## src/sv/aabbmp_pkg.sv

```systemverilog
// ----------------------------------------------------------------------------
// aabbmp_pkg
// shared constants and types for the box penetration resolve core
// ----------------------------------------------------------------------------
package aabbmp_pkg;

    localparam int COORD_WIDTH = 32;
    localparam int THR_WIDTH   = 16;

    localparam logic [THR_WIDTH-1:0] THR_RESET = 16'd655;

    typedef enum logic [1:0] {
        ACT_BEGIN = 2'b00,
        ACT_TEST  = 2'b01,
        ACT_END   = 2'b10
    } t_action;

    typedef struct packed {
        logic clear_vx;
        logic clear_vy;
        logic grounded;
    } t_flags;

endpackage

```

## src/sv/aabb_min_penetration_resolve_core.sv

```systemverilog
// ----------------------------------------------------------------------------
// aabb_min_penetration_resolve_core
// pushes one moving box out of a stream of other boxes along the axis of
// least penetration and reports the accumulated position on an end beat
// ----------------------------------------------------------------------------
//  channel | direction | handshake                  | payload
//  --------+-----------+----------------------------+----------------------------
//  in      | to core   | i_in_valid / o_in_stall    | action, box, start pos, flags
//  out     | from core | o_out_valid / i_out_stall  | new pos, velocity flags
//  cfg     | to core   | i_cfg_valid / o_cfg_ready  | penetration threshold
//
//  one beat per cycle sustained while o_in_stall is low; a beat passes through
//  the input register; an end beat's report is loaded into the output register
//  the per-beat state update (penetrations, push select, saturating add)
//  is one combinational pass between the input register and the state
//  reset is synchronous, active low, and clears the entity state to zero
//  a held output stalls the input only when an end beat waits behind it
// ----------------------------------------------------------------------------
module aabb_min_penetration_resolve_core #(
    parameter int COORD_WIDTH = aabbmp_pkg::COORD_WIDTH
) (
    input  logic                          i_clk,
    input  logic                          i_rst_n,

    input  logic                          i_in_valid,
    output logic                          o_in_stall,
    input  logic [1:0]                    i_action,
    input  logic signed [COORD_WIDTH-1:0] i_box_min_x,
    input  logic signed [COORD_WIDTH-1:0] i_box_min_y,
    input  logic signed [COORD_WIDTH-1:0] i_box_max_x,
    input  logic signed [COORD_WIDTH-1:0] i_box_max_y,
    input  logic signed [COORD_WIDTH-1:0] i_start_pos_x,
    input  logic signed [COORD_WIDTH-1:0] i_start_pos_y,
    input  logic                          i_is_static,
    input  logic                          i_is_self,

    output logic                          o_out_valid,
    input  logic                          i_out_stall,
    output logic signed [COORD_WIDTH-1:0] o_new_pos_x,
    output logic signed [COORD_WIDTH-1:0] o_new_pos_y,
    output logic                          o_clear_vel_x,
    output logic                          o_clear_vel_y,
    output logic                          o_grounded,
    output logic                          o_untouched,

    input  logic                          i_cfg_valid,
    output logic                          o_cfg_ready,
    input  logic [aabbmp_pkg::THR_WIDTH-1:0] i_cfg_data
);

    localparam int DW = COORD_WIDTH + 1;
    localparam int SW = COORD_WIDTH + 2;
    localparam int TW = aabbmp_pkg::THR_WIDTH;

    // configuration
    logic [TW-1:0] r_thr;

    // input register
    logic                          r_s1_valid;
    logic [1:0]                    r_s1_action;
    logic signed [COORD_WIDTH-1:0] r_s1_min_x, r_s1_min_y, r_s1_max_x, r_s1_max_y;
    logic signed [COORD_WIDTH-1:0] r_s1_pos_x, r_s1_pos_y;
    logic                          r_s1_static, r_s1_self;

    // entity state
    logic signed [COORD_WIDTH-1:0] r_ent_min_x, r_ent_min_y, r_ent_max_x, r_ent_max_y;
    logic signed [COORD_WIDTH-1:0] r_acc_x, r_acc_y;
    logic                          r_static;
    aabbmp_pkg::t_flags            r_flags;
    logic signed [COORD_WIDTH-1:0] n_acc_x, n_acc_y;
    aabbmp_pkg::t_flags            n_flags;

    // output register
    logic r_out_valid;
    logic signed [COORD_WIDTH-1:0] r_out_x, r_out_y;
    aabbmp_pkg::t_flags            r_out_flags;
    logic                          r_out_untouched;

    logic in_accept, out_free, s1_adv;
    logic s1_begin, s1_test, s1_end;

    logic signed [DW-1:0] rx, lx, ty, by, mx, my, thr, dx, dy;
    logic signed [SW-1:0] sum_x, sum_y;
    logic                 overlap, hit, push_x, push_y;
    logic signed [COORD_WIDTH-1:0] sat_x, sat_y;

    localparam logic signed [COORD_WIDTH-1:0] CMAX = {1'b0, {(COORD_WIDTH-1){1'b1}}};
    localparam logic signed [COORD_WIDTH-1:0] CMIN = {1'b1, {(COORD_WIDTH-1){1'b0}}};

    // handshake
    assign out_free   = !r_out_valid || !i_out_stall;
    assign s1_adv     = r_s1_valid && (r_s1_action != aabbmp_pkg::ACT_END || out_free);
    assign o_in_stall = r_s1_valid && !s1_adv;
    assign in_accept  = i_in_valid && !o_in_stall;
    assign o_cfg_ready = 1'b1;

    assign s1_begin = s1_adv && (r_s1_action == aabbmp_pkg::ACT_BEGIN);
    assign s1_test  = s1_adv && (r_s1_action == aabbmp_pkg::ACT_TEST);
    assign s1_end   = s1_adv && (r_s1_action == aabbmp_pkg::ACT_END);

    // penetrations against the loaded box
    assign rx = {r_ent_max_x[COORD_WIDTH-1], r_ent_max_x} - {r_s1_min_x[COORD_WIDTH-1], r_s1_min_x};
    assign lx = {r_s1_max_x[COORD_WIDTH-1], r_s1_max_x} - {r_ent_min_x[COORD_WIDTH-1], r_ent_min_x};
    assign ty = {r_ent_max_y[COORD_WIDTH-1], r_ent_max_y} - {r_s1_min_y[COORD_WIDTH-1], r_s1_min_y};
    assign by = {r_s1_max_y[COORD_WIDTH-1], r_s1_max_y} - {r_ent_min_y[COORD_WIDTH-1], r_ent_min_y};

    assign overlap = (rx > 0) && (lx > 0) && (ty > 0) && (by > 0);
    assign hit     = s1_test && !r_static && !r_s1_self && overlap;

    assign mx  = (rx < lx) ? rx : lx;
    assign my  = (ty < by) ? ty : by;
    assign thr = signed'({{(DW-TW){1'b0}}, r_thr});

    assign push_x = hit && (mx < my) && (mx > thr);
    assign push_y = hit && (my <= mx) && (my > thr);

    assign dx = (rx < lx) ? -rx : lx;
    assign dy = (ty < by) ? -ty : by;

    assign sum_x = {{2{r_acc_x[COORD_WIDTH-1]}}, r_acc_x} + {dx[DW-1], dx};
    assign sum_y = {{2{r_acc_y[COORD_WIDTH-1]}}, r_acc_y} + {dy[DW-1], dy};

    // clamp to the signed coordinate range
    always_comb begin
        if (sum_x[SW-1:COORD_WIDTH-1] == {3{1'b0}} || sum_x[SW-1:COORD_WIDTH-1] == {3{1'b1}}) begin
            sat_x = sum_x[COORD_WIDTH-1:0];
        end else if (sum_x[SW-1]) begin
            sat_x = CMIN;
        end else begin
            sat_x = CMAX;
        end
        if (sum_y[SW-1:COORD_WIDTH-1] == {3{1'b0}} || sum_y[SW-1:COORD_WIDTH-1] == {3{1'b1}}) begin
            sat_y = sum_y[COORD_WIDTH-1:0];
        end else if (sum_y[SW-1]) begin
            sat_y = CMIN;
        end else begin
            sat_y = CMAX;
        end
    end

    always_comb begin
        n_acc_x = r_acc_x;
        n_acc_y = r_acc_y;
        n_flags = r_flags;
        if (s1_begin) begin
            n_acc_x = r_s1_pos_x;
            n_acc_y = r_s1_pos_y;
            n_flags = '0;
        end else if (push_x) begin
            n_acc_x          = sat_x;
            n_flags.clear_vx = 1'b1;
        end else if (push_y) begin
            n_acc_y          = sat_y;
            n_flags.clear_vy = 1'b1;
            if (!(ty < by)) begin
                n_flags.grounded = 1'b1;
            end
        end
    end

    always_ff @(posedge i_clk) begin
        if (!i_rst_n) begin
            r_thr <= aabbmp_pkg::THR_RESET;
        end else if (i_cfg_valid && o_cfg_ready) begin
            r_thr <= i_cfg_data;
        end
    end

    always_ff @(posedge i_clk) begin
        if (!i_rst_n) begin
            r_s1_valid <= 1'b0;
        end else if (in_accept) begin
            r_s1_valid <= 1'b1;
        end else if (s1_adv) begin
            r_s1_valid <= 1'b0;
        end
    end

    always_ff @(posedge i_clk) begin
        if (in_accept) begin
            r_s1_action <= i_action;
            r_s1_min_x  <= i_box_min_x;
            r_s1_min_y  <= i_box_min_y;
            r_s1_max_x  <= i_box_max_x;
            r_s1_max_y  <= i_box_max_y;
            r_s1_pos_x  <= i_start_pos_x;
            r_s1_pos_y  <= i_start_pos_y;
            r_s1_static <= i_is_static;
            r_s1_self   <= i_is_self;
        end
    end

    always_ff @(posedge i_clk) begin
        if (!i_rst_n) begin
            r_ent_min_x <= '0;
            r_ent_min_y <= '0;
            r_ent_max_x <= '0;
            r_ent_max_y <= '0;
            r_acc_x     <= '0;
            r_acc_y     <= '0;
            r_static    <= 1'b0;
            r_flags     <= '0;
        end else begin
            if (s1_begin) begin
                r_ent_min_x <= r_s1_min_x;
                r_ent_min_y <= r_s1_min_y;
                r_ent_max_x <= r_s1_max_x;
                r_ent_max_y <= r_s1_max_y;
                r_static    <= r_s1_static;
            end
            r_acc_x <= n_acc_x;
            r_acc_y <= n_acc_y;
            r_flags <= n_flags;
        end
    end

    always_ff @(posedge i_clk) begin
        if (!i_rst_n) begin
            r_out_valid <= 1'b0;
        end else if (s1_end) begin
            r_out_valid <= 1'b1;
        end else if (!i_out_stall) begin
            r_out_valid <= 1'b0;
        end
    end

    always_ff @(posedge i_clk) begin
        if (s1_end) begin
            r_out_x         <= r_acc_x;
            r_out_y         <= r_acc_y;
            r_out_flags     <= r_static ? '0 : r_flags;
            r_out_untouched <= r_static;
        end
    end

    assign o_out_valid   = r_out_valid;
    assign o_new_pos_x   = r_out_x;
    assign o_new_pos_y   = r_out_y;
    assign o_clear_vel_x = r_out_flags.clear_vx;
    assign o_clear_vel_y = r_out_flags.clear_vy;
    assign o_grounded    = r_out_flags.grounded;
    assign o_untouched   = r_out_untouched;

    // a new report only follows an end beat leaving the input register
    a_report_from_end: assert property (@(posedge i_clk) disable iff (!i_rst_n)
        $rose(o_out_valid) |-> $past(s1_end))
        else $error("report without end beat");

    // a static entity never moves between begin beats
    a_static_holds: assert property (@(posedge i_clk) disable iff (!i_rst_n)
        r_static && !s1_begin |=> $stable(r_acc_x) && $stable(r_acc_y))
        else $error("static entity moved");

    // grounded only comes with a y push
    a_ground_with_y: assert property (@(posedge i_clk) disable iff (!i_rst_n)
        o_out_valid && o_grounded |-> o_clear_vel_y && !o_untouched)
        else $error("grounded without y push");

    // at most one axis pushed per test beat
    a_one_push: assert property (@(posedge i_clk) disable iff (!i_rst_n)
        !(push_x && push_y))
        else $error("two pushes on one beat");

    // input stalls only behind an end beat blocked by a held report
    a_stall_cause: assert property (@(posedge i_clk) disable iff (!i_rst_n)
        o_in_stall |-> r_s1_action == aabbmp_pkg::ACT_END && r_out_valid && i_out_stall)
        else $error("unexpected input stall");

endmodule
```

## config.mk

```make
export PLATFORM = sky130hd
export DESIGN_NAME = aabb_min_penetration_resolve_core
export DESIGN_NICKNAME = d
export VERILOG_FILES = /design/src/sv/aabbmp_pkg.sv /design/src/sv/aabb_min_penetration_resolve_core.sv
export SDC_FILE = /design/constraint.sdc
export NUM_CORES = 1
export LEC_CHECK = 0
export ABC_AREA = 1
export BUFFER_PORTS_ARGS = -buffer_cell sky130_fd_sc_hd__buf_2
export CORE_ASPECT_RATIO = 0.5
export CORE_MARGIN = 2
export CORE_UTILIZATION = 35
export DETAILED_ROUTE_END_ITERATION = 10
export HOLD_SLACK_MARGIN = 0.05
export RECOVER_POWER = 100
export SETUP_SLACK_MARGIN = 0.1
export SYNTH_ARGS = -nofsm -noshare
export SYNTH_HDL_FRONTEND = slang
export SYNTH_SLANG_ARGS = --single-unit
```

## constraint.sdc

```tcl
create_clock -name i_clk -period 10.5 [get_ports i_clk]
set_clock_uncertainty 0.05 [all_clocks]
set_input_delay 2.1 -clock i_clk [delete_from_list [all_inputs] [get_ports i_clk]]
set_output_delay 2.1 -clock i_clk [all_outputs]
set_load 0.05 [all_outputs]
```

==> impl_metrics.yaml <==
timing:
  worst_pin_slew_ps: 4317
  fin_ws_ps: 1124
  slew_headroom: -1.878
  rsz0062_at_grt: "false"
  final.period_utilization: 0.8929
  drv_slew: 620
  hold_viol_final: 0
  fin_crit_ps: 9376
  max_freq_mhz: 106.7
  finalSetupViolCount: 0
  fin_setup_tns_ps: 0
pwr:
  clkPwrFrac: 0.256
  switchingPower_mw: 2.955
  p_sw_frac: 0.4248
  combinationalPowerShare: 0.442
  totalPowerFinal_mw: 6.955
  p_seq_frac: 0.303
  intPower_mw: 4.000
  power_density_mw_per_mm2: 187.4
  ir_drop_uv: 111.0
  cellLeakagePower_nw: 17.79
global_routing:
  grt_pass1_vias: 28680
  grt_max_degree: 104
  grt_pass1_wl_um: 167000
  antenna_found_initial: 9
  grt_overflow: 0
  grtUsageTotal: 0.2217
synthesis:
  synthCells: 4431
  avgSynthCellArea_um2: 7.443
  synth_edf_count: 264
  synth_seq_cells: 478
  yosys_warnings: 0
  synthTopCellsByCount: "844 x nand2_1, 672 x nor2_1, 648 x inv_1"
  ys_types: 62
  syn-num-nets: 4975
  async_flop_share: 0
  synthMostInstantiatedCell: "nand2_1"
  yosysTopAreaCell: "edfxtp_1"
  netlist_area_mm2: 0.03298
  seq_area_frac_synth: 0.3703
  yosysTopAreaCellShare: 0.2404
  synth_flop_cell: "edfxtp_1"
  synth_area_leaders: "edfxtp_1 24%, dfxtp_1 13%, ha_1 12%"
detailed_routing:
  drc: 0
  num_vias: 30120
  ant_nets: 0
  routedWlPerCell_um: 18.29
  drtIter0Drc: 2872
  wl_um: 109400
  avgViaCountPerCell: 5.036
  dr.pass1.iters: 6
die:
  coreArea_mm2: 0.09321
  dieHeight_um: 221.1
  chipWidth_um: 438.1
  ios: 288
  die-area_mm2: 0.09685
  initial_core_util: 0.3538
  row_count: 79
clock_network:
  clkSinkCount: 478
  cts_setup_buffers: 0
  cts_tree: "done"
  insertion_delay_ps: 650
  clock_path_buffers: 3
  htreeDepth: 2
  path_clk_slew_ps: 60
  root_buffer: "clkbuf_16"
  cts_inserted_buffers: 48
status:
  violations: "capacitance limit, slew limit"
  status: "complete, but fails checks"
worst_setup_path:
  crit_buf_inv: 3
  crit_type: "flip-flop to flip-flop"
  cp_slowest_cell: "nand3_1"
  cp_max_fo: 36
  end_kind: "flip-flop"
  cp_num_cells: 39
  crit_required_ps: 10980
  slowest_delay_ps: 920
  worstPathArrival_ps: 9860
  r2r-start: "r_s1_min_x[5]$_DFFE_PP_"
  critPathTopFamily: "simple AND/OR/NAND/NOR gates"
  start_kind: "flip-flop"
  crit_start: "r_s1_min_x[5]$_DFFE_PP_"
  ff2ff_path_depth: 39
hold_path:
  min_path_type: "flip-flop to flip-flop"
  hold_depth: 2
  min-delay-start: "r_flags[0]$_SDFFE_PP0P_"
placement:
  portBuffers: 286
  pre_cts_slack_ps: 658.9
  globalplace.congestion: 0.9796
  hpwlAfterDp_um: 88780
final_layout:
  area_growth_pct: 12.52
  fin_nets: 5225
  drive_gt1_frac: 0.07011
flow_run:
  max_cap_violations: 10
==> routing by layer <==
layer	global-route usage	vias up	wire (um)
li1	-	15080	-
met1	0.3325	14160	54330
met2	0.3234	799	44770
met3	0.05121	89	8790
met4	0.03960	0	1486
met5	0	-	0
==> worst paths after layout <==
check	to	slack [ps]
worst min-delay path	r_flags[0]$_SDFFE_PP0P_	410
worst max-delay path	r_acc_y[24]$_SDFFE_PN0P_	1120
worst min register to register	r_flags[0]$_SDFFE_PP0P_	410
worst max register to register	r_acc_y[24]$_SDFFE_PN0P_	1120
==> cell usage in the layout, fill, tap and decap left out, types with 5 or more instances in the layout <==
cell	instances
a211oi_1	5
a21boi_0	10
a21boi_1	5
a21o_1	15
a21oi_1	355
a31oi_1	32
buf_2	189
buf_4	14
clkbuf_1	119
clkbuf_16	50
clkinv_1	5
clkinv_2	6
dfxtp_1	214
edfxtp_1	264
fa_1	6
ha_1	321
inv_1	647
inv_2	12
nand2_1	846
nand2_2	9
nand3_1	191
nand3b_1	9
nand4_1	60
nor2_1	672
nor3_1	42
nor3_2	6
nor4_1	12
o21a_1	10
o21ai_0	299
o21ai_1	18
o21bai_1	21
o221ai_1	5
xnor2_1	65
xor2_1	106
==> logic make-up after synthesis <==
| family | synth area share |
|---|---|
| buf+inv | 0.09048 |
| flops | 0.3703 |
| other cells | 0.0001137 |
| fa+ha+maj | 0.1254 |
| compound gates | 0.1323 |
| xor+xnor | 0.04541 |
| mux | 0.0009106 |
| simple gates | 0.2350 |
==> metrics by stage <==
stage / instances / cell area [um2] / hold WS [ps] / util
6_report: 5980 / 37110 / 414.8 / 0.3981
5_1_grt: 5979 / 37110 / 438.4 / 0.3981
4_1_cts: 5976 / 37270 / 410.3 / 0.3998
3_5_place_dp: 5886 / 35670 / 401.4 / 0.3827
3_3_place_gp: 5886 / 35670 / 398.1 / 0.3827
2_1_floorplan: 4431 / 32980 / 386.2 / -
==> cell type report <==
cell class,count,area [um2]
flip-flops and latches,478,12210
repair buffers,308,1445
fillers,9718,56100
diodes,4,10.01
clock inverters,24,265.3
clock buffers,66,1331
inverters,663,2495
multi-input cells,3182,17780
well taps,1255,1570
==> power groups by stage <==
stage          clock [mW]  sequential, mW  combinational, mW
5_1_grt              1.90            2.11               3.43
2_1_floorplan           0            2.14               2.09
3_5_place_dp            0            2.14               2.99
4_1_cts              1.83            2.10               3.00
6_report             1.78            2.10               3.07
3_3_place_gp            0            2.14               2.95
==> flip-flops by register name (all words and copies together), names as in the netlist, 32 cells and up <==
register	count
r_acc_x	32
r_s1_max_y	32
r_s1_min_y	32
r_ent_max_x	32
r_s1_min_x	32
r_s1_pos_x	32
r_acc_y	32
o_new_pos_x	32
r_ent_min_x	32
r_ent_max_y	32
o_new_pos_y	32
r_s1_pos_y	32
r_s1_max_x	32
r_ent_min_y	32
==> worst reg2reg max path, delay by kind of cell (launching register included) <==
kind            cells  cell delay [ps]
fa+ha+maj           3              970
xor+xnor            1              440
compound gates     15             3340
buf+inv             3              560
flops               1              370
simple gates       17             3570
==> repair_timing <==
item                                    4_1_cts  5_1_grt
hold buffers                                  0        0
endpoints found under the hold margin         0        0
endpoints found under the setup margin        0       31
gates resized for setup                       0        3
Power figures use the tool's default switching activity.
